### src/rtl/core/swcr_pkg.sv
// Package for the swept circle / rectangle hit distance block: shared constants.
package swcr_pkg;

  // Default coordinate width: signed fixed point, 4 fraction bits.
  localparam int unsigned COORD_BITS_DEF = 16;

  // Legal range of the coordinate width.
  localparam int unsigned COORD_BITS_MIN = 8;
  localparam int unsigned COORD_BITS_MAX = 32;

endpackage

### src/rtl/core/swcr_front.sv
// Front stages: span gaps, overlap test, contact offset and r*r - dy*dy.
module swcr_front #(
  parameter int unsigned CoordBits = swcr_pkg::COORD_BITS_DEF
) (
  input  logic                        clk_i,
  input  logic                        rst_ni,
  input  logic                        en_i,
  input  logic                        valid_i,
  input  logic [CoordBits-1:0]        circle_x_i,
  input  logic [CoordBits-1:0]        circle_y_i,
  input  logic [CoordBits-2:0]        radius_i,
  input  logic [CoordBits-1:0]        rect_left_i,
  input  logic [CoordBits-1:0]        rect_bottom_i,
  input  logic [CoordBits-2:0]        rect_height_i,
  output logic                        valid_o,
  output logic                        miss_o,
  output logic [CoordBits-1:0]        cx_o,
  output logic [CoordBits-1:0]        left_o,
  output logic [2*(CoordBits-1)-1:0]  prod_o
);

  localparam int unsigned W = CoordBits;
  localparam int unsigned N = CoordBits - 1;
  localparam int unsigned G = CoordBits + 2;

  // stage 1: gaps between circle centre and rectangle span ends
  logic signed [G-1:0] cy_ext, bot_ext;
  logic signed [G-1:0] lo_gap_d, hi_gap_d;
  logic signed [G-1:0] s1_lo_gap_q, s1_hi_gap_q;
  logic [N-1:0]        s1_r_q;
  logic [W-1:0]        s1_cx_q, s1_left_q;
  logic                s1_valid_q;

  assign cy_ext   = $signed({{2{circle_y_i[W-1]}}, circle_y_i});
  assign bot_ext  = $signed({{2{rect_bottom_i[W-1]}}, rect_bottom_i});
  assign lo_gap_d = bot_ext - cy_ext;
  assign hi_gap_d = cy_ext - bot_ext - $signed({3'b000, rect_height_i});

  // stage 2: overlap test and |dy|
  logic signed [G-1:0] r_ext;
  logic                lo_pos, hi_pos;
  logic                miss_d;
  logic [N-1:0]        dy_d;
  logic [N-1:0]        s2_dy_q, s2_r_q;
  logic [W-1:0]        s2_cx_q, s2_left_q;
  logic                s2_miss_q, s2_valid_q;

  assign r_ext  = $signed({3'b000, s1_r_q});
  assign lo_pos = !s1_lo_gap_q[G-1] && (|s1_lo_gap_q);
  assign hi_pos = !s1_hi_gap_q[G-1] && (|s1_hi_gap_q);
  // circle top below rect bottom, or circle bottom above rect top
  assign miss_d = (s1_lo_gap_q > r_ext) || (s1_hi_gap_q > r_ext);

  always_comb begin
    priority if (lo_pos) begin
      dy_d = s1_lo_gap_q[N-1:0];
    end else if (hi_pos) begin
      dy_d = s1_hi_gap_q[N-1:0];
    end else begin
      dy_d = '0;
    end
  end

  // stage 3: r - dy and r + dy, so that one product gives r*r - dy*dy
  logic [N-1:0] s3_rm_q;
  logic [N:0]   s3_rp_q;
  logic [W-1:0] s3_cx_q, s3_left_q;
  logic         s3_miss_q, s3_valid_q;

  // stage 4: product
  logic [2*N:0]   prod_full;
  logic [2*N-1:0] s4_prod_q;
  logic [W-1:0]   s4_cx_q, s4_left_q;
  logic           s4_miss_q, s4_valid_q;

  assign prod_full = (2*N+1)'(s3_rm_q) * (2*N+1)'(s3_rp_q);

  always_ff @(posedge clk_i or negedge rst_ni) begin
    if (!rst_ni) begin
      s1_valid_q <= 1'b0;
      s2_valid_q <= 1'b0;
      s3_valid_q <= 1'b0;
      s4_valid_q <= 1'b0;
    end else if (en_i) begin
      s1_valid_q <= valid_i;
      s2_valid_q <= s1_valid_q;
      s3_valid_q <= s2_valid_q;
      s4_valid_q <= s3_valid_q;
    end
  end

  always_ff @(posedge clk_i) begin
    if (en_i) begin
      s1_lo_gap_q <= lo_gap_d;
      s1_hi_gap_q <= hi_gap_d;
      s1_r_q      <= radius_i;
      s1_cx_q     <= circle_x_i;
      s1_left_q   <= rect_left_i;

      s2_miss_q   <= miss_d;
      s2_dy_q     <= dy_d;
      s2_r_q      <= s1_r_q;
      s2_cx_q     <= s1_cx_q;
      s2_left_q   <= s1_left_q;

      s3_rm_q     <= s2_r_q - s2_dy_q;
      s3_rp_q     <= {1'b0, s2_r_q} + {1'b0, s2_dy_q};
      s3_miss_q   <= s2_miss_q;
      s3_cx_q     <= s2_cx_q;
      s3_left_q   <= s2_left_q;

      // value is below 2^(2N) whenever the pair overlaps
      s4_prod_q   <= prod_full[2*N-1:0];
      s4_miss_q   <= s3_miss_q;
      s4_cx_q     <= s3_cx_q;
      s4_left_q   <= s3_left_q;
    end
  end

  assign valid_o = s4_valid_q;
  assign miss_o  = s4_miss_q;
  assign cx_o    = s4_cx_q;
  assign left_o  = s4_left_q;
  assign prod_o  = s4_prod_q;

endmodule

### src/rtl/core/swcr_sqrt_step.sv
// One registered digit step of the floor square root (one root bit per stage).
module swcr_sqrt_step #(
  parameter int unsigned CoordBits = swcr_pkg::COORD_BITS_DEF
) (
  input  logic                        clk_i,
  input  logic                        rst_ni,
  input  logic                        en_i,
  input  logic                        valid_i,
  input  logic                        miss_i,
  input  logic [CoordBits-1:0]        cx_i,
  input  logic [CoordBits-1:0]        left_i,
  input  logic [CoordBits-2:0]        rem_i,
  input  logic [CoordBits-2:0]        root_i,
  input  logic [2*(CoordBits-1)-1:0]  rad_i,
  output logic                        valid_o,
  output logic                        miss_o,
  output logic [CoordBits-1:0]        cx_o,
  output logic [CoordBits-1:0]        left_o,
  output logic [CoordBits-2:0]        rem_o,
  output logic [CoordBits-2:0]        root_o,
  output logic [2*(CoordBits-1)-1:0]  rad_o
);

  localparam int unsigned N = CoordBits - 1;

  logic [N+1:0] rem_sh, trial, rem_sub;
  logic         ge;

  // bring down the next two radicand bits, try root*4 + 1
  assign rem_sh  = {rem_i, rad_i[2*N-1 -: 2]};
  assign trial   = {root_i, 2'b01};
  assign ge      = rem_sh >= trial;
  assign rem_sub = rem_sh - trial;

  logic             valid_q, miss_q;
  logic [N-1:0]     rem_q, root_q;
  logic [2*N-1:0]   rad_q;
  logic [CoordBits-1:0] cx_q, left_q;

  always_ff @(posedge clk_i or negedge rst_ni) begin
    if (!rst_ni) begin
      valid_q <= 1'b0;
    end else if (en_i) begin
      valid_q <= valid_i;
    end
  end

  always_ff @(posedge clk_i) begin
    if (en_i) begin
      // remainder is at most twice the partial root: fits N bits wherever a later
      // step reads it (the last step's remainder is not used)
      rem_q  <= ge ? rem_sub[N-1:0] : rem_sh[N-1:0];
      root_q <= {root_i[N-2:0], ge};
      rad_q  <= {rad_i[2*N-3:0], 2'b00};
      miss_q <= miss_i;
      cx_q   <= cx_i;
      left_q <= left_i;
    end
  end

  assign valid_o = valid_q;
  assign miss_o  = miss_q;
  assign cx_o    = cx_q;
  assign left_o  = left_q;
  assign rem_o   = rem_q;
  assign root_o  = root_q;
  assign rad_o   = rad_q;

endmodule

### src/rtl/core/swcr_out.sv
// Output stage: contact x against the left edge, hit flag and distance word.
module swcr_out #(
  parameter int unsigned CoordBits = swcr_pkg::COORD_BITS_DEF
) (
  input  logic                  clk_i,
  input  logic                  rst_ni,
  input  logic                  en_i,
  input  logic                  valid_i,
  input  logic                  miss_i,
  input  logic [CoordBits-1:0]  cx_i,
  input  logic [CoordBits-1:0]  left_i,
  input  logic [CoordBits-2:0]  root_i,
  output logic                  valid_o,
  output logic                  hit_o,
  output logic [CoordBits:0]    distance_o
);

  localparam int unsigned W = CoordBits;
  localparam int unsigned G = CoordBits + 2;

  logic signed [G-1:0] diff;
  logic                hit_d;

  // left - (cx + root); a hit needs it strictly positive
  assign diff  = $signed({{2{left_i[W-1]}}, left_i}) - $signed({{2{cx_i[W-1]}}, cx_i})
               - $signed({3'b000, root_i});
  assign hit_d = !miss_i && !diff[G-1] && (|diff);

  logic           valid_q, hit_q;
  logic [W:0]     distance_q;

  always_ff @(posedge clk_i or negedge rst_ni) begin
    if (!rst_ni) begin
      valid_q <= 1'b0;
    end else if (en_i) begin
      valid_q <= valid_i;
    end
  end

  always_ff @(posedge clk_i) begin
    if (en_i) begin
      hit_q      <= hit_d;
      distance_q <= hit_d ? diff[W:0] : '0;
    end
  end

  assign valid_o    = valid_q;
  assign hit_o      = hit_q;
  assign distance_o = distance_q;

endmodule

### src/rtl/core/swept_circle_rect_hit_distance.sv
// Top level: pipelined swept circle vs rectangle hit test and travel distance.
//
//   word     direction  handshake                 payload
//   input    in         in_valid_i / in_stall_o   circle_x, circle_y, radius,
//                                                 rect_left, rect_bottom, rect_height
//   result   out        out_valid_o / out_stall_i hit, distance
//
// One word per cycle while out_stall_i does not hold the output. Stages: four front
// stages, one square root stage per root bit (COORD_BITS - 1), one output register.
// The whole pipeline advances together; it freezes only while the output word is
// held by out_stall_i, and in_stall_o is raised in exactly those cycles.
// Reset clears the valid bits of every stage; payload registers are not reset.
module swept_circle_rect_hit_distance #(
  parameter int unsigned COORD_BITS = swcr_pkg::COORD_BITS_DEF
) (
  input  logic                  clk_i,
  input  logic                  rst_ni,
  input  logic                  in_valid_i,
  output logic                  in_stall_o,
  input  logic [COORD_BITS-1:0] circle_x_i,
  input  logic [COORD_BITS-1:0] circle_y_i,
  input  logic [COORD_BITS-2:0] radius_i,
  input  logic [COORD_BITS-1:0] rect_left_i,
  input  logic [COORD_BITS-1:0] rect_bottom_i,
  input  logic [COORD_BITS-2:0] rect_height_i,
  output logic                  out_valid_o,
  input  logic                  out_stall_i,
  output logic                  hit_o,
  output logic [COORD_BITS:0]   distance_o
);

  localparam int unsigned W = COORD_BITS;
  localparam int unsigned N = COORD_BITS - 1;

  logic en;

  assign en         = !(out_valid_o && out_stall_i);
  assign in_stall_o = !en;

  // square root taps: index 0 is the front output, index N the last step
  logic           sq_valid [N+1];
  logic           sq_miss  [N+1];
  logic [W-1:0]   sq_cx    [N+1];
  logic [W-1:0]   sq_left  [N+1];
  logic [N-1:0]   sq_rem   [N+1];
  logic [N-1:0]   sq_root  [N+1];
  logic [2*N-1:0] sq_rad   [N+1];

  assign sq_rem[0]  = '0;
  assign sq_root[0] = '0;

  swcr_front #(
    .CoordBits(COORD_BITS)
  ) u_front (
    .clk_i        (clk_i),
    .rst_ni       (rst_ni),
    .en_i         (en),
    .valid_i      (in_valid_i),
    .circle_x_i   (circle_x_i),
    .circle_y_i   (circle_y_i),
    .radius_i     (radius_i),
    .rect_left_i  (rect_left_i),
    .rect_bottom_i(rect_bottom_i),
    .rect_height_i(rect_height_i),
    .valid_o      (sq_valid[0]),
    .miss_o       (sq_miss[0]),
    .cx_o         (sq_cx[0]),
    .left_o       (sq_left[0]),
    .prod_o       (sq_rad[0])
  );

  for (genvar k = 0; k < N; k++) begin : g_sqrt
    swcr_sqrt_step #(
      .CoordBits(COORD_BITS)
    ) u_step (
      .clk_i  (clk_i),
      .rst_ni (rst_ni),
      .en_i   (en),
      .valid_i(sq_valid[k]),
      .miss_i (sq_miss[k]),
      .cx_i   (sq_cx[k]),
      .left_i (sq_left[k]),
      .rem_i  (sq_rem[k]),
      .root_i (sq_root[k]),
      .rad_i  (sq_rad[k]),
      .valid_o(sq_valid[k+1]),
      .miss_o (sq_miss[k+1]),
      .cx_o   (sq_cx[k+1]),
      .left_o (sq_left[k+1]),
      .rem_o  (sq_rem[k+1]),
      .root_o (sq_root[k+1]),
      .rad_o  (sq_rad[k+1])
    );
  end

  swcr_out #(
    .CoordBits(COORD_BITS)
  ) u_out (
    .clk_i     (clk_i),
    .rst_ni    (rst_ni),
    .en_i      (en),
    .valid_i   (sq_valid[N]),
    .miss_i    (sq_miss[N]),
    .cx_i      (sq_cx[N]),
    .left_i    (sq_left[N]),
    .root_i    (sq_root[N]),
    .valid_o   (out_valid_o),
    .hit_o     (hit_o),
    .distance_o(distance_o)
  );

  // a miss carries a zero distance, a hit a nonzero one
  a_hit_dist: assert property (@(posedge clk_i) disable iff (!rst_ni)
    out_valid_o |-> (hit_o == (distance_o != '0)))
    else $error("hit flag and distance disagree");

  // left - contact x never reaches 2^COORD_BITS
  a_dist_msb: assert property (@(posedge clk_i) disable iff (!rst_ni)
    out_valid_o |-> !distance_o[W])
    else $error("distance out of range");

  // a held result keeps the whole pipeline frozen, including the last root tap
  a_hold_root: assert property (@(posedge clk_i) disable iff (!rst_ni)
    (out_valid_o && out_stall_i) |=> ($stable(sq_root[N]) && $stable(sq_valid[N])))
    else $error("pipeline moved while output held");

  // a valid word at the front output moves into the first root step
  a_front_valid: assert property (@(posedge clk_i) disable iff (!rst_ni)
    (en && sq_valid[0]) |=> (sq_valid[1] || !en))
    else $error("valid bit lost in square root pipeline");

endmodule
### config.mk
export PLATFORM = sky130hd
export DESIGN_NAME = swept_circle_rect_hit_distance
export DESIGN_NICKNAME = d
export VERILOG_FILES = /design/src/rtl/core/swcr_pkg.sv /design/src/rtl/core/swcr_front.sv /design/src/rtl/core/swcr_sqrt_step.sv /design/src/rtl/core/swcr_out.sv /design/src/rtl/core/swept_circle_rect_hit_distance.sv
export SDC_FILE = /design/constraint.sdc
export NUM_CORES = 2
export LEC_CHECK = 0
export ABC_AREA = 1
export ABC_CLOCK_PERIOD_IN_PS = 21400
export BUFFER_PORTS_ARGS = -buffer_cell sky130_fd_sc_hd__buf_2
export CAP_MARGIN = 20
export CELL_PAD_IN_SITES_DETAIL_PLACEMENT = 0
export CELL_PAD_IN_SITES_GLOBAL_PLACEMENT = 2
export CORE_MARGIN = 1.5
export CORE_UTILIZATION = 39
export DETAILED_ROUTE_END_ITERATION = 12
export PLACE_DENSITY_LB_ADDON = 0.1
export SLEW_MARGIN = 5
export SYNTH_ARGS = -nofsm -noshare
export SYNTH_HDL_FRONTEND = slang
export SYNTH_HIERARCHICAL = 1
export SYNTH_SLANG_ARGS = --single-unit
### constraint.sdc
create_clock -name clk_i -period 21.4 [get_ports clk_i]
set_input_delay 2.14 -clock clk_i [delete_from_list [all_inputs] [get_ports clk_i]]
set_output_delay 2.14 -clock clk_i [all_outputs]
set_load 0.05 [all_outputs]
Yosys cells after proc, flatten, opt, wreduce, memory -nomap -nowiden
Cells that the tools add are included.
{ "totals": {"register_bits": 1334, "elab_cells": 198} }
{ "op_classes": {"n_addsub": 21, "mul": 1, "n_lt_le_gt_ge": 17, "muxes": 16, "n_reduce_logical": 13} }
{ "op_table": {"columns": ["op", "n"], "rows": [
  ["15-bit two-way mux", 15],
  ["18-bit OR reduction", 3],
  ["16-bit by 16-bit subtractor with 17-bit output", 3],
  ["18-bit by 16-bit > comparator with 1-bit output", 2],
  ["18-bit by 16-bit subtractor with 18-bit output", 2],
  ["15-bit by 16-bit multiplier with 30-bit output", 1],
  ["15-bit subtractor", 2],
  ["17-bit by 10-bit greater-or-equal comparator with 1-bit output", 1],
  ["17-bit by 11-bit greater-or-equal comparator with 1-bit output", 1],
  ["17-bit by 12-bit greater-or-equal comparator with 1-bit output", 1],
  ["17-bit by 13-bit greater-or-equal comparator with 1-bit output", 1],
  ["17-bit by 14-bit greater-or-equal comparator with 1-bit output", 1],
  ["17-bit by 15-bit greater-or-equal comparator with 1-bit output", 1],
  ["17-bit by 16-bit greater-or-equal comparator with 1-bit output", 1],
  ["17-bit by 3-bit greater-or-equal comparator with 1-bit output", 1],
  ["17-bit by 4-bit greater-or-equal comparator with 1-bit output", 1],
  ["17-bit by 5-bit greater-or-equal comparator with 1-bit output", 1],
  ["17-bit by 6-bit greater-or-equal comparator with 1-bit output", 1],
  ["17-bit by 7-bit greater-or-equal comparator with 1-bit output", 1],
  ["17-bit by 8-bit greater-or-equal comparator with 1-bit output", 1],
  ["17-bit by 9-bit greater-or-equal comparator with 1-bit output", 1],
  ["15-bit by 15-bit adder with 16-bit output", 1],
  ["15-bit by 10-bit subtractor with 15-bit output", 1],
  ["15-bit by 11-bit subtractor with 15-bit output", 1],
  ["other kinds (16)", 23]
]} }

Depth between registers and ports, before layout
{ "logic_depth": {"word_depth": 5, "mapped_depth": 25} }

Cells and area by module
The synthesis kept the hierarchy.
{ "modules_own_cells": {"columns": ["module", "n_inst", "cells_each", "area_per_inst_um2"], "rows": [
  ["swcr_sqrt_step at g_sqrt[1].u_step ...", 8, 350, 4068.9],
  ["swcr_sqrt_step at g_sqrt[0].u_step ...", 6, 356, 4103.9],
  ["swcr_front", 1, 2431, 21919.8],
  ["swcr_sqrt_step at g_sqrt[9].u_step", 1, 350, 4072.7],
  ["swcr_out", 1, 331, 2292.2],
  ["swept_circle_rect_hit_distance", 1, 3, 13.8]
]} }

Worst setup path before layout
OpenSTA, ideal clock, no wires.
{ "synth_timing": {"path_kind": "input-to-output", "startpoint": "input out_stall_i", "endpoint": "output in_stall_o", "arrival_time_ps": 25150, "required_ps": 19260, "path_slack_ps": -5890, "path_stages": 2, "path_buffers": 0, "path_cell_list": "nand2_2 inv_2"} }
{ "synth_via": {"elab_chain_len": 1} }
{ "synth_lines": {"columns": ["element", "line", "source"], "rows": [
  ["start, declared", "swept_circle_rect_hit_distance.sv:27", "input logic out_stall_i,"],
  ["1-bit logical AND", "swept_circle_rect_hit_distance.sv:37", "assign en = !(out_valid_o && out_stall_i);"],
  ["end, declared", "swept_circle_rect_hit_distance.sv:19", "output logic in_stall_o,"]
]} }
Every way passes these cells.

Final worst setup path
{ "layout_timing": {"startpoint": "input out_stall_i", "endpoint": "register g_sqrt[2].u_step.left_q[12] (enable)"} }
{ "layout_via": {"elab_chain_len": 1} }
{ "layout_lines": {"columns": ["element", "line", "source"], "rows": [
  ["1-bit logical AND", "swept_circle_rect_hit_distance.sv:37", null],
  ["end signal, assigned", "swcr_sqrt_step.sv:57", "left_q <= left_i;"],
  ["end, declared", "swcr_sqrt_step.sv:38", "logic [CoordBits-1:0] cx_q, left_q;"]
]} }
Every way passes these cells.
A chain may end at the register's enable or synchronous reset.

==> results.sh <==
export IMPL_outcome="finished, final reports clean"
export IMPL_post_route_drc_count=0
export IMPL_cts_tree="built"
export IMPL_timing_fmax_mhz=153
export IMPL_critPathSlowestCell="buf_4"
export IMPL_vias=48800
export IMPL_first_pass_iters=6
export IMPL_drive_above_1_share=0.0808
export IMPL_avgSynthCellArea_um2=10.2
export IMPL_vias_per_cell=4.58
export IMPL_period_share=0.305
export IMPL_cap_violations=0
export IMPL_io_buffers=117
export IMPL_dieWidth_um=450
export IMPL_crit_chain="buf_2, nand2_8, buf_4, buf_4, buf_4, buf_12, buf_12"
export IMPL_clkTransAtPathRegs_ns=0.06
export IMPL_max_slew_margin=0.295
export IMPL_antenna_found_initial=6
export IMPL_rsz0062_at_grt="no"
export IMPL_core_area_mm2=0.198
export IMPL_slew_viol_final=0
export IMPL_wl_um=179000
export IMPL_clk_latency_ns=0.81
export IMPL_drt_iter0_drc=2964
export IMPL_finalCriticalPeriod_ns=6.53
export IMPL_cp_slowest_stage_delay_ns=0.77
export IMPL_area_delta_synth_final_pct=11.5
export IMPL_track_usage=0.178
export IMPL_die_area_mm2=0.202
export IMPL_numCtsBuffers=157
export IMPL_required_ns=21.81
export IMPL_tightestPinTransition_ns=1.06
export IMPL_grt_overflow=0
export IMPL_avgRoutedWirePerCell_um=16.8
export IMPL_path_class="in -> reg"
export IMPL_holdCritPathClass="reg -> reg"
export IMPL_crit_path_end_kind="register"
export IMPL_postCtsHoldBufs=0
export IMPL_skew_ns=0.0648
export IMPL_grt_pass1_vias=49000
export IMPL_h_tree_depth=4
export IMPL_cts_root_buf="clkbuf_16"
export IMPL_path_common_cell="buf_4"
export IMPL_synth_cells=7633
export IMPL_area_sequential_mm2=0.0434
export IMPL_clock_sinks=1449
export IMPL_die_h_um=450
export IMPL_place_gp_congestion=0.835
export IMPL_ant_nets=0
export IMPL_multi_input_area_mm2=0.0279
export IMPL_grt_start_max_net_pins=203
export IMPL_crit_arrival_ns=6.94
export IMPL_cts_repair_resized=0
export IMPL_syn_area_mm2=0.0778
export IMPL_grt_pass1_wl_um=281000
export IMPL_cp_start_kind="input port"
export IMPL_cts_path_max_buffers=3
export IMPL_finalSetupViolCount=0
export IMPL_pin_count=118
export IMPL_initial_core_util=0.393
export IMPL_critical_path_max_fanout=202
export IMPL_nNetsFinal=8640
export IMPL_num_rows=163
export IMPL_n_fill_cell=19200
export IMPL_timing_hold_violations_final=0
export IMPL_fin_setup_tns_ns=0
export IMPL_ys_warn_count=6
export IMPL_dp_hpwl_um=136000
export IMPL_cts_setup_buffers=0
-- metrics by stage --
stage	worst slack [ns]	instance area, um^2	std cells	hold slack (ns)	utilization
finish	14.87	86700	10600	0.375	0.438
global route	14.49	86700	10600	0.368	0.438
CTS	14.94	86700	10600	0.368	0.438
detailed placement	14.05	81400	10400	0.405	0.411
global placement	14.19	81400	10400	0.400	0.411
floorplan	5.79	78000	7689	0.400	-
-- cell usage in the layout, fill, tap and decap left out, drive strengths merged, types with 8 or more instances in the layout --
cell type and count:
conb 57, ha 458, nand2 2347, nor4 17, xor2 113, and2 20
nand3 514, o21ai 71, nor3 46, clkinv 82, inv 1598, bufinv 15
mux2 16, buf 133, nor2 287, clkbuf 181, o21bai 8, nand4 87
fa 212, edfxtp 1429, xnor2 38, a21boi 8, dfrtp 20, a21oi 219
-- metal layers --
layer  vias to the layer above  part of all wire  GRT usage
li1                      24900                 -          -
met1                     23000              0.46      0.236
met2                       597              0.50      0.310
met3                       198             0.026     0.0215
met4                         0             0.018     0.0406
met5                         -                 0          0
-- flip-flops by register name, summed over array words and instances (netlist names), 18 cells and up --
register              count
g_sqrt.u_step/root_o    225
u_front/s1_hi_gap_q      18
g_sqrt.u_step/cx_o      240
g_sqrt.u_step/rad_o     210
u_front/prod_o           30
g_sqrt.u_step/rem_o     210
g_sqrt.u_step/left_o    240
-- worst max-delay path: cells and delay by family --
family | cells | cell delay [ns]
buf+inv | 6 | 3.60
simple gates | 1 | 0.65
-- cell type report --
| type | count | area share |
|---|---|---|
| Multi-Input combinational cell | 4542 | 0.322 |
| Clock buffer | 181 | 0.0465 |
| Sequential cell | 1449 | 0.501 |
| Inverter | 1589 | 0.0688 |
| Tap cell | 2640 | 0.0381 |
| Timing Repair Buffer | 133 | 0.00857 |
| Clock inverter | 110 | 0.0150 |
| Antenna cell | 2 | 0.0000577 |
-- path summary, 6_finish.rpt --
| path | start | cells after the start | slack [ns] | end |
|---|---|---|---|---|
| worst max-delay path | out_stall_i | 7 | 14.87 | g_sqrt[2].u_step/left_o[12]$_DFFE_PP_ |
| worst min-delay path | g_sqrt[0].u_step/rad_o[5]$_DFFE_PP_ | 0 | 0.38 | g_sqrt[1].u_step/rad_o[7]$_DFFE_PP_ |
| worst max register to register | u_front/s3_rm_q[11]$_DFFE_PP_ | 18 | 15.56 | u_front/prod_o[25]$_DFFE_PP_ |
| worst min register to register | g_sqrt[0].u_step/rad_o[5]$_DFFE_PP_ | 0 | 0.38 | g_sqrt[1].u_step/rad_o[7]$_DFFE_PP_ |
| max in group asynchronous | rst_ni | 1 | 19.78 | g_sqrt[10].u_step/valid_o$_DFFE_PN0P_ |
| min in group asynchronous | rst_ni | 1 | 1.29 | g_sqrt[2].u_step/valid_o$_DFFE_PN0P_ |
Power is not shown: default switching activity piles up to over one toggle a cycle in this logic, so the estimate is an artifact.
